<file path="config.mk">
export PLATFORM = sky130hd
export DESIGN_NAME = sha1_byte_stream_hasher_core
export DESIGN_NICKNAME = d
export VERILOG_FILES = /design/src/rtl/core/sha1bs_pkg.sv /design/src/rtl/core/sha1bs_sched.sv /design/src/rtl/core/sha1bs_round.sv /design/src/rtl/core/sha1_byte_stream_hasher_core.sv
export SDC_FILE = /design/constraint.sdc
export NUM_CORES = 2
export LEC_CHECK = 0
export CAP_MARGIN = 5
export CORE_MARGIN = 2
export CORE_UTILIZATION = 35
export DETAILED_ROUTE_END_ITERATION = 7
export DONT_BUFFER_PORTS = 1
export GPL_TIMING_DRIVEN = 0
export PLACE_DENSITY = 0.49
export SYNTH_ARGS = -nofsm -noshare
export SYNTH_HDL_FRONTEND = slang
export SYNTH_SLANG_ARGS = --single-unit
</file>
<file path="constraint.sdc">
create_clock -name i_clk -period 37.4 [get_ports i_clk]
set_clock_uncertainty 0.15 [all_clocks]
set_input_delay 1.87 -clock i_clk [delete_from_list [all_inputs] [get_ports i_clk]]
set_output_delay 1.87 -clock i_clk [all_outputs]
set_load 0.01 [all_outputs]
</file>
<file path="src/rtl/core/sha1bs_pkg.sv">
`timescale 1ns / 1ps
// ----------------------------------------------------------------------------
// sha1bs_pkg
// Shared types, constants and round functions of the SHA-1 byte stream core.
// ----------------------------------------------------------------------------
package sha1bs_pkg;

    typedef enum logic [2:0] {
        ST_IDLE,
        ST_PAD,
        ST_ROUND,
        ST_FOLD,
        ST_OUT
    } t_state;

    typedef struct packed {
        logic push;    // a byte enters the word packer
        logic pack;    // that byte completes a 32-bit word
        logic step;    // one compression round advances the schedule
        logic expand;  // round 16 and later: schedule word is computed
    } t_sched_ctl;

    typedef logic [4:0][31:0] t_vars;

    localparam logic       CMD_ABSORB  = 1'b0;
    localparam logic       CMD_FINISH  = 1'b1;
    localparam logic [7:0] PAD_BYTE    = 8'h80;
    localparam logic [6:0] LAST_ROUND  = 7'd79;
    localparam logic [5:0] FILL_LAST   = 6'd63;
    localparam logic [5:0] FILL_PRELEN = 6'd55;
    localparam logic [2:0] DIGEST_LAST = 3'd4;

    localparam t_vars INIT_VECTOR = {
        32'hc3d2e1f0, 32'h10325476, 32'h98badcfe, 32'hefcdab89, 32'h67452301
    };

    localparam logic [31:0] K_CH  = 32'h5a827999;
    localparam logic [31:0] K_P1  = 32'h6ed9eba1;
    localparam logic [31:0] K_MAJ = 32'h8f1bbcdc;
    localparam logic [31:0] K_P2  = 32'hca62c1d6;

    function automatic logic [31:0] f_round_k(input logic [6:0] t);
        logic [31:0] k;
        if (t < 7'd20) begin
            k = K_CH;
        end else if (t < 7'd40) begin
            k = K_P1;
        end else if (t < 7'd60) begin
            k = K_MAJ;
        end else begin
            k = K_P2;
        end
        return k;
    endfunction

    function automatic logic [31:0] f_round_f(input logic [6:0] t, input logic [31:0] b,
                                              input logic [31:0] c, input logic [31:0] d);
        logic [31:0] f;
        if (t < 7'd20) begin
            f = (b & c) | (~b & d);
        end else if (t >= 7'd40 && t < 7'd60) begin
            f = (b & c) | (b & d) | (c & d);
        end else begin
            f = b ^ c ^ d;
        end
        return f;
    endfunction

endpackage

</file>
<file path="src/rtl/core/sha1bs_sched.sv">
`timescale 1ns / 1ps
// ----------------------------------------------------------------------------
// sha1bs_sched
// Byte packer and 16-word message schedule shift line.
// ----------------------------------------------------------------------------
module sha1bs_sched
    import sha1bs_pkg::*;
(
    input  logic        i_clk,
    input  t_sched_ctl  i_ctl,
    input  logic [7:0]  i_byte,
    output logic [31:0] o_w
);

    logic [23:0]      r_acc;
    logic [15:0][31:0] r_line;
    logic [31:0]      w_mix;
    logic [31:0]      w_shift_in;

    // Entry 0 is the oldest word, which is W[t-16] once expansion starts.
    assign w_mix = r_line[13] ^ r_line[8] ^ r_line[2] ^ r_line[0];
    assign o_w   = i_ctl.expand ? {w_mix[30:0], w_mix[31]} : r_line[0];

    always_comb begin
        w_shift_in = o_w;
        if (i_ctl.push) begin
            w_shift_in = {r_acc, i_byte};
        end
    end

    always_ff @(posedge i_clk) begin
        if (i_ctl.push) begin
            r_acc <= {r_acc[15:0], i_byte};
        end
        if ((i_ctl.push && i_ctl.pack) || i_ctl.step) begin
            for (int i = 0; i < 15; i++) begin
                r_line[i] <= r_line[i + 1];
            end
            r_line[15] <= w_shift_in;
        end
    end

endmodule

</file>
<file path="src/rtl/core/sha1bs_round.sv">
`timescale 1ns / 1ps
// ----------------------------------------------------------------------------
// sha1bs_round
// Working variables a..e and the shared SHA-1 round unit, one round a cycle.
// ----------------------------------------------------------------------------
module sha1bs_round
    import sha1bs_pkg::*;
(
    input  logic        i_clk,
    input  logic        i_load,
    input  t_vars       i_init,
    input  logic        i_step,
    input  logic [6:0]  i_round,
    input  logic [31:0] i_w,
    output t_vars       o_vars
);

    t_vars       r_vars;
    logic [31:0] w_a_rot;
    logic [31:0] w_tmp;

    assign w_a_rot = {r_vars[0][26:0], r_vars[0][31:27]};
    assign w_tmp   = w_a_rot + f_round_f(i_round, r_vars[1], r_vars[2], r_vars[3])
                   + r_vars[4] + i_w + f_round_k(i_round);
    assign o_vars  = r_vars;

    always_ff @(posedge i_clk) begin
        if (i_load) begin
            r_vars <= i_init;
        end else if (i_step) begin
            r_vars[4] <= r_vars[3];
            r_vars[3] <= r_vars[2];
            r_vars[2] <= {r_vars[1][1:0], r_vars[1][31:2]};
            r_vars[1] <= r_vars[0];
            r_vars[0] <= w_tmp;
        end
    end

endmodule

</file>
<file path="src/rtl/core/sha1_byte_stream_hasher_core.sv">
`timescale 1ns / 1ps
// ----------------------------------------------------------------------------
// sha1_byte_stream_hasher_core
// SHA-1 over a byte stream: absorb bytes, finish to emit the 160-bit digest.
// ----------------------------------------------------------------------------
// The absorb beat that fills a 64-byte block starts the compression, which
// runs 80 rounds on one shared round unit, one round a cycle, and then folds
// the result into the chain value; input ready is low through the rounds
// and the fold. A finish beat feeds the padding bytes through
// the same byte path, one per cycle, up to the end of the block (a second
// block when the length field does not fit), with each compression as above,
// then presents the five digest words, most significant first, one beat each,
// and the core restarts for the next message.
module sha1_byte_stream_hasher_core
    import sha1bs_pkg::*;
(
    input  logic        i_clk,
    input  logic        i_rst_n,
    input  logic        i_valid,
    output logic        o_ready,
    input  logic        i_command,
    input  logic [7:0]  i_msg_byte,
    output logic        o_valid,
    input  logic        i_ready,
    output logic [31:0] o_digest_word,
    output logic [2:0]  o_word_index,
    output logic        o_last_word
);

    t_state      r_state, n_state;
    logic [5:0]  r_fill;
    logic [60:0] r_bytes;
    logic [63:0] r_len;
    logic [6:0]  r_round;
    logic [2:0]  r_idx;
    t_vars       r_chain;
    logic        r_finish;
    logic        r_pad_first;
    logic        r_len_go;

    t_sched_ctl  w_ctl;
    logic [7:0]  w_byte;
    logic [31:0] w_w;
    logic        w_in_acc;
    logic        w_out_acc;
    logic        w_load;
    t_vars       w_vars;

    assign w_in_acc  = i_valid && o_ready;
    assign w_out_acc = o_valid && i_ready;

    always_comb begin
        n_state      = r_state;
        o_ready      = 1'b0;
        o_valid      = 1'b0;
        w_ctl        = '0;
        w_byte       = i_msg_byte;
        unique case (r_state)
            ST_IDLE: begin
                o_ready = 1'b1;
                if (w_in_acc) begin
                    if (i_command == CMD_FINISH) begin
                        n_state = ST_PAD;
                    end else begin
                        w_ctl.push = 1'b1;
                        if (r_fill == FILL_LAST) begin
                            n_state = ST_ROUND;
                        end
                    end
                end
            end
            ST_PAD: begin
                w_ctl.push = 1'b1;
                if (r_pad_first) begin
                    w_byte = PAD_BYTE;
                end else if (r_len_go) begin
                    w_byte = r_len[63:56];
                end else begin
                    w_byte = '0;
                end
                if (r_fill == FILL_LAST) begin
                    n_state = ST_ROUND;
                end
            end
            ST_ROUND: begin
                w_ctl.step   = 1'b1;
                w_ctl.expand = (r_round >= 7'd16);
                if (r_round == LAST_ROUND) begin
                    n_state = ST_FOLD;
                end
            end
            ST_FOLD: begin
                if (r_finish && r_len_go) begin
                    n_state = ST_OUT;
                end else if (r_finish) begin
                    n_state = ST_PAD;
                end else begin
                    n_state = ST_IDLE;
                end
            end
            ST_OUT: begin
                o_valid = 1'b1;
                if (i_ready && r_idx == DIGEST_LAST) begin
                    n_state = ST_IDLE;
                end
            end
            default: n_state = ST_IDLE;
        endcase
        w_ctl.pack = (r_fill[1:0] == 2'b11);
    end

    // The last byte of a block also loads the working variables.
    assign w_load = w_ctl.push && (r_fill == FILL_LAST);

    always_ff @(posedge i_clk) begin
        if (!i_rst_n) begin
            r_state     <= ST_IDLE;
            r_fill      <= '0;
            r_bytes     <= '0;
            r_round     <= '0;
            r_idx       <= '0;
            r_chain     <= INIT_VECTOR;
            r_finish    <= 1'b0;
            r_pad_first <= 1'b0;
            r_len_go    <= 1'b0;
        end else begin
            r_state <= n_state;
            if (w_ctl.push) begin
                r_fill <= r_fill + 6'd1;
            end
            if (r_state == ST_IDLE && w_in_acc) begin
                if (i_command == CMD_ABSORB) begin
                    r_bytes <= r_bytes + 61'd1;
                end else begin
                    r_finish    <= 1'b1;
                    r_pad_first <= 1'b1;
                    r_len_go    <= 1'b0;
                end
            end
            if (r_state == ST_PAD) begin
                r_pad_first <= 1'b0;
                // Once byte 55 is written, the remaining eight are the length.
                if (r_fill == FILL_PRELEN) begin
                    r_len_go <= 1'b1;
                end
            end
            if (w_load) begin
                r_round <= '0;
            end else if (r_state == ST_ROUND) begin
                r_round <= r_round + 7'd1;
            end
            if (r_state == ST_FOLD) begin
                for (int i = 0; i < 5; i++) begin
                    r_chain[i] <= r_chain[i] + w_vars[i];
                end
                r_idx <= '0;
            end
            if (w_out_acc) begin
                r_idx <= r_idx + 3'd1;
                if (r_idx == DIGEST_LAST) begin
                    r_chain  <= INIT_VECTOR;
                    r_fill   <= '0;
                    r_bytes  <= '0;
                    r_finish <= 1'b0;
                    r_len_go <= 1'b0;
                end
            end
        end
    end

    // Length field, shifted out most significant byte first.
    always_ff @(posedge i_clk) begin
        if (r_state == ST_IDLE && w_in_acc && i_command == CMD_FINISH) begin
            r_len <= {r_bytes, 3'b000};
        end else if (r_state == ST_PAD && !r_pad_first && r_len_go) begin
            r_len <= {r_len[55:0], 8'h00};
        end
    end

    sha1bs_sched u_sched (
        .i_clk  (i_clk),
        .i_ctl  (w_ctl),
        .i_byte (w_byte),
        .o_w    (w_w)
    );

    sha1bs_round u_round (
        .i_clk   (i_clk),
        .i_load  (w_load),
        .i_init  (r_chain),
        .i_step  (w_ctl.step),
        .i_round (r_round),
        .i_w     (w_w),
        .o_vars  (w_vars)
    );

    assign o_digest_word = r_chain[r_idx];
    assign o_word_index  = r_idx;
    assign o_last_word   = (r_idx == DIGEST_LAST);

    a_out_blocks_in: assert property (@(posedge i_clk) disable iff (!i_rst_n)
        o_valid |-> !o_ready)
        else $error("input accepted while digest words are pending");

    a_last_flag: assert property (@(posedge i_clk) disable iff (!i_rst_n)
        o_valid |-> (o_word_index <= DIGEST_LAST))
        else $error("digest word index out of range");

    a_round_end: assert property (@(posedge i_clk) disable iff (!i_rst_n)
        (r_state == ST_ROUND && r_round == LAST_ROUND) |=> (r_state == ST_FOLD))
        else $error("compression did not fold after the last round");

    a_restart: assert property (@(posedge i_clk) disable iff (!i_rst_n)
        (o_valid && i_ready && o_last_word) |=> (r_fill == '0 && r_bytes == '0
                                                 && r_state == ST_IDLE))
        else $error("message state not restarted after the digest");

endmodule

</file>
[Yosys cells after proc, flatten, opt, wreduce, memory -nomap -nowiden]
Index checks and enable logic that the tools add are counted.
Word-level totals
  register bits: 1000
  input port bits: 13
  output and inout port bits: 38
  word-level logic and storage cells: 154
Cells by class
  $add $sub $neg: 13
  magnitude comparators: 6
  equality and inequality tests: 12
  muxes and demuxes: 52
  bitwise operators: 14
  reduce and logical (&&, ||, !) cells: 21
Operator list (number)
  160-bit 2-to-1 mux: 5
  32-bit adder: 9
  61-bit 2-to-1 mux: 4
  32-bit 2-to-1 mux: 7
  32-bit XOR: 5
  32-bit bitwise AND: 4
  64-bit 2-to-1 mux: 2
  32-bit binary-select mux with 3-bit select: 1
  32-bit OR: 3
  61-bit by 1-bit adder with 61-bit output (second input constant): 1
  32-bit inverter: 1
  31-bit 2-to-1 mux: 1
  3-bit 2-to-1 mux: 8
  8-bit 2-to-1 mux: 3
  6-bit 2-to-1 mux: 3
  1-bit 2-to-1 mux: 15
  3-bit case mux with 5 select lines: 1
  7-bit by 6-bit < comparator with 1-bit output (second input constant): 2
  6-bit equality test (second input constant): 2
  1-bit logical AND: 11
  7-bit by 1-bit adder with 7-bit output (second input constant): 1
  7-bit equality test (second input constant): 1
  7-bit by 5-bit greater-or-equal comparator with 1-bit output (second input constant): 1
  7-bit by 6-bit greater-or-equal comparator with 1-bit output (second input constant): 1
  other kinds (19): 26

[Longest topological paths before layout]
  depth in word-level cells: 11
  depth in mapped cells: 26
  depth with buffers taken out: 23

[Hierarchy]
A second synthesis with hierarchy kept.
Unflattened totals
  cell total of the unflattened synthesis: 4251
  area total of the unflattened synthesis: 50186.9 um^2
By module, submodules not included
  sha1_byte_stream_hasher_core: instances 1, cells each 2350, area each 20110.5 um^2, sequential area each 6696.4 um^2
  sha1bs_sched: instances 1, cells each 782, area each 17728.3 um^2, sequential area each 16095.4 um^2
  sha1bs_round: instances 1, cells each 1119, area each 12348.1 um^2, sequential area each 4804.6 um^2

[Worst setup path before layout]
OpenSTA, ideal clock, no wires.
  path kind: input to register
  start: in i_valid
  end: reg u_sched.r_line[0] (netlist bit) (enable)
  library setup time: 0.972 ns
  data arrival time: 14.076 ns
  required time: 36.278 ns
  setup slack: 22.202 ns
  stages: 6
  path buffers: 0
  path through: nand2_1 nor2_4 inv_1 nand2_1 nand2_1 nand2b_1
On the way
  word-level cells in the longest chain between the ends: 5
Ends and longest elaborated chain
  start, declared: RTL line sha1_byte_stream_hasher_core.sv:19  | input logic i_valid,
  1-bit logical AND: RTL line sha1_byte_stream_hasher_core.sv:49  | assign w_in_acc = i_valid && o_ready;
  1-bit 2-to-1 mux: RTL line sha1_byte_stream_hasher_core.sv:61  | if (w_in_acc) begin
  1-bit case mux with 2 select lines: RTL line sha1_byte_stream_hasher_core.sv:58  | unique case (r_state)
  1-bit logical AND: RTL line sha1bs_sched.sv:35  | if ((i_ctl.push && i_ctl.pack) || i_ctl.step) begin
  1-bit logical OR: RTL line sha1bs_sched.sv:35
  end signal, assigned by index: RTL line sha1bs_sched.sv:37  | r_line[i] <= r_line[i + 1];
  end, declared: RTL line sha1bs_sched.sv:16  | logic [15:0][31:0] r_line;
Every way passes these cells.
A chain may end at the register's enable or synchronous reset.

[Worst setup path after layout]
  start: reg r_round[4]
  end: reg u_round.r_vars, in the netlist u_round.o_vars[29] (data pin)
On the way
  word-level cells in the longest chain between the ends: 10
  elaborated cells between the ends (all ways): 19
  those cells by class: add/sub (4); order compare (5); mux (9); reduce/logical (1)
Ends and longest elaborated chain
  start, declared: RTL line sha1_byte_stream_hasher_core.sv:34  | logic [6:0] r_round;
  start signal, assigned: RTL line sha1_byte_stream_hasher_core.sv:150  | r_round <= r_round + 7'd1;
  7-bit by 6-bit greater-or-equal comparator with 1-bit output / 7-bit by 6-bit < comparator with 1-bit output (equally long branches): RTL line sha1bs_pkg.sv:61, sha1bs_pkg.sv:48
  1-bit logical AND: RTL line sha1bs_pkg.sv:61  | end else if (t >= 7'd40 && t < 7'd60) begin
  32-bit 2-to-1 mux: RTL line sha1bs_pkg.sv:61
  32-bit 2-to-1 mux: RTL line sha1bs_pkg.sv:59  | if (t < 7'd20) begin
  32-bit adder: RTL line sha1bs_round.sv:23  | assign w_tmp = w_a_rot + f_round_f(i_round, r_vars[1], r_vars[2], r_vars[3])
  32-bit adder (2 in a row): RTL line sha1bs_round.sv:24  | + r_vars[4] + i_w + f_round_k(i_round);
  32-bit adder *: RTL line sha1bs_round.sv:24
  160-bit 2-to-1 mux *: RTL line sha1bs_round.sv:30  | end else if (i_step) begin
  160-bit 2-to-1 mux *: RTL line sha1bs_round.sv:28  | if (i_load) begin
  end signal, assigned: RTL line sha1bs_round.sv:29  | r_vars <= i_init;
  end, declared: RTL line sha1bs_round.sv:18  | t_vars r_vars;
Mark *: on every way between the ends. The rest lies on a longest branch, timed or not. The select of a mux whose other input is x is not followed.

==> flow_summary_export.csv <==
group,metric,value,unit
timing,post-route-min-period,8350,ps
floorplan,ioPinCount,51,
outcome,status,"finished with violations",
synth,synthesis.area,50000,sq um
synth,synth_nets,4791,
drt,wl_per_cell,23.9,um
final_layout,fillers,13700,
cts,cts_made_buffers,110,
floorplan,design.core.area,142000,sq um
final_layout,nNetsFinal,4918,
final_layout,area_growth,13.0,%
final_layout,fin_cells,6543,
hold_path,worstHoldPathCells,0,
synth,ys_warn_count,0,
floorplan,die_w,382,um
worst_setup_path,crit_type,"flip-flop to flip-flop",
worst_setup_path,path_max_fanout,10,
cts,cts_resized,0,
global_routing,grt_pass1_vias,32600,
timing,timing.final.crit_share,22.3,%
timing,setup_viol_count_final,0,
floorplan,die_y,382,um
placement,io_buffers,0,
synth,ys_ff_latch,1000,
worst_setup_path,cp_slowest_cell,"a41oi_1",
drt,dr.first_iter.drc_count,3189,
synth,seq_area_frac_synth,55.2,%
placement,place_inst,6333,
worst_setup_path,crit_path_end_kind,"flip-flop",
cts,htreeDepth,3,
timing,worst_slew_margin_rel,-0.985,%
power,peakVddDrop,38.1,uV
worst_setup_path,critPathMaxStageDelay,710,ps
synth,synthCells,4428,
synth,netlist.area_leader.share,45.5,%
floorplan,die_area,146000,sq um
hold_path,hold_path_class,"flip-flop to flip-flop",
timing,drv_slew,11,
outcome,violations,"max-capacitance violations, max-slew violations",
worst_setup_path,rr_worst_depth,26,
cts,cts_sinks,1000,
flow_run,maxCapViolCount,1,
floorplan,fp-row-count,138,
synth,synth_edf_count,757,
power,p_leak,20.9,nW
synth,yosysTopAreaCell,"edfxtp_1",
worst_setup_path,start_kind,"flip-flop",
synth,synth_commonest_cells,"nand2_1, edfxtp_1, a21oi_1, dfxtp_1, nor2_1",
synth,avgSynthCellArea,11.3,sq um
timing,final_hold_viol_count,0,
cts,clk_pin_slew,60,ps
drt,dr.pass1.iters,6,
cts,clock_latency,760,ps
cts,cts_tree,"done",
cts,post_cts_buffers,0,
cts,ctsRootBufferMaster,"clkbuf_16",
worst_setup_path,required,37710,ps
drt,antenna_left,0,
timing,rsz0062_at_grt,"false",
drt,vias,34400,
synth,yosysMostFrequentCell,"nand2_1",
power,p_per_area,41.8,nW/um^2
drt,wirelength,156000,um
global_routing,grtUsageTotal,21.1,%
synth,netlist_top_cells_area,"edfxtp_1, dfxtp_1, nand2_1, ha_1, fa_1",
timing,worst_slew_pin_slew,1510,ps
synth,async_flop_share,0,%
final_layout,drive_gt1_share,6.24,%
floorplan,start_util,35.3,%
timing,max_freq,120,MHz
synth,synth_ff_type,"edfxtp_1",
timing,tns,0,ps
global_routing,grt_pass1_wl,225000,um
placement,hpwl,119000,um
global_routing,grt_max_degree,72,
drt,drc,0,
synth,yosysUniqueCellTypes,91,
cts,holdBufCountCts,0,
global_routing,grt_overflow,0,
worst_setup_path,crit_arrival,8670,ps
global_routing,antenna_found_initial,1,
drt,viasPerCell,5.26,
worst_setup_path,crit_path_frequent_cell,"fa_1",
cts,cts_buffer_depth,3,
placement,gp_congestion,0.963,
## where the power goes
part | switching [mW] | internal (mW) | total (mW)
sequential | 0.00401 | 1.19 | 1.20
combinational | 0.0273 | 0.00948 | 0.0368
clock | 0.472 | 0.657 | 1.13
total | 0.504 | 1.86 | 2.36
## sequential cells by signal, indices dropped and copies added, names as in the netlist
register	count
o_word_index	3
r_bytes	61
r_chain	160
r_fill	6
r_finish	1
r_len	61
r_len_go	1
r_pad_first	1
r_round	7
r_state	3
u_round.o_vars	160
u_sched.r_acc	24
u_sched.r_line	512
## worst max-delay path: cells and delay by family (launching register included)
| kind | cells | cell delay, ps |
|---|---|---|
| buffers and inverters | 7 | 1710 |
| and+or+nand+nor | 3 | 610 |
| xor gates and xnor gates | 1 | 190 |
| adders and majority gates | 5 | 2230 |
| DFF | 1 | 300 |
| AOI/OAI and AO/OA | 10 | 2910 |
## final cells by class
type                            instances  area (sq um)  area share, %
Sequential cell                      1000         27600           48.9
Multi-Input combinational cell       3113         21200           37.6
Clock buffer                          142          2980           5.28
Tap cell                             1890          2360           4.19
Clock inverter                         66           774           1.37
Buffer                                168           646           1.14
Inverter                              147           552          0.977
Timing Repair Buffer                   15           355          0.629
Antenna cell                            2          5.00        0.00886
## routing by layer
layer | vias to the layer above | share of wire, % | global-route usage [%]
met3 | 215 | 7.1 | 3.53
li1 | 16100 | - | -
met5 | - | 0 | 0
met4 | 0 | 3.3 | 7.00
met2 | 1122 | 44 | 32.1
met1 | 17000 | 46 | 30.4
## cells by family after synthesis
group	after synthesis	synth area share, %
AO/OA/AOI/OAI	858	10.8
multiplexers	71	2.29
buffers and inverters	315	2.39
XOR/XNOR	313	5.49
flip-flops	1000	55.2
adder cells (fa/ha/maj)	350	10.6
AND/OR/NAND/NOR	1521	13.2
## per-stage QoR
stage | power [mW] | hold slack, ps | area [sq um] | util (%) | worst slack (ps)
3_3_place_gp | 1.26 | 251 | 52300 | 37.0 | 16880
6_report | 2.36 | 256 | 56500 | 39.9 | 29050
3_5_place_dp | 1.26 | 255 | 52700 | 37.2 | 29160
5_1_grt | 2.44 | 266 | 56500 | 39.9 | 28610
2_1_floorplan | 1.24 | 250 | 50000 | - | 22200
4_1_cts | 2.39 | 264 | 56500 | 39.9 | 29130
## worst paths after layout
| check | startpoint | to | slack, ps |
|---|---|---|---|
| max | r_round[4] | u_round.o_vars[29] | 29050 |
| min reg2reg | u_sched.r_line[183] | u_sched.r_line[151] | 260 |
| min | u_sched.r_line[183] | u_sched.r_line[151] | 260 |
| max reg2reg | r_round[4] | u_round.o_vars[29] | 29050 |
## cell usage in the layout, fill, tap and decap left out, drive strengths merged, types with 26 or more instances in the layout
master  synthesis  final
nand2         913    913
edfxtp        757    757
clkbuf        150    292
a21oi         272    272
dfxtp         243    243
nor2          234    234
ha            226    226
o21ai         207    207
xnor2         198    198
inv           146    153
fa            124    124
xor2          115    115
nand3          93     93
a21o           91     91
o211ai         57     57
nor3           51     51
a31oi          49     49
nor2b          46     46
and3           38     38
nand4          38     38
clkinv          1     38
buf            18     33
mux4           32     32
mux2           28     28
o21a           27     27
a211oi         27     27
and2           26     26
No activity file was read; power rests on OpenSTA's default activity.
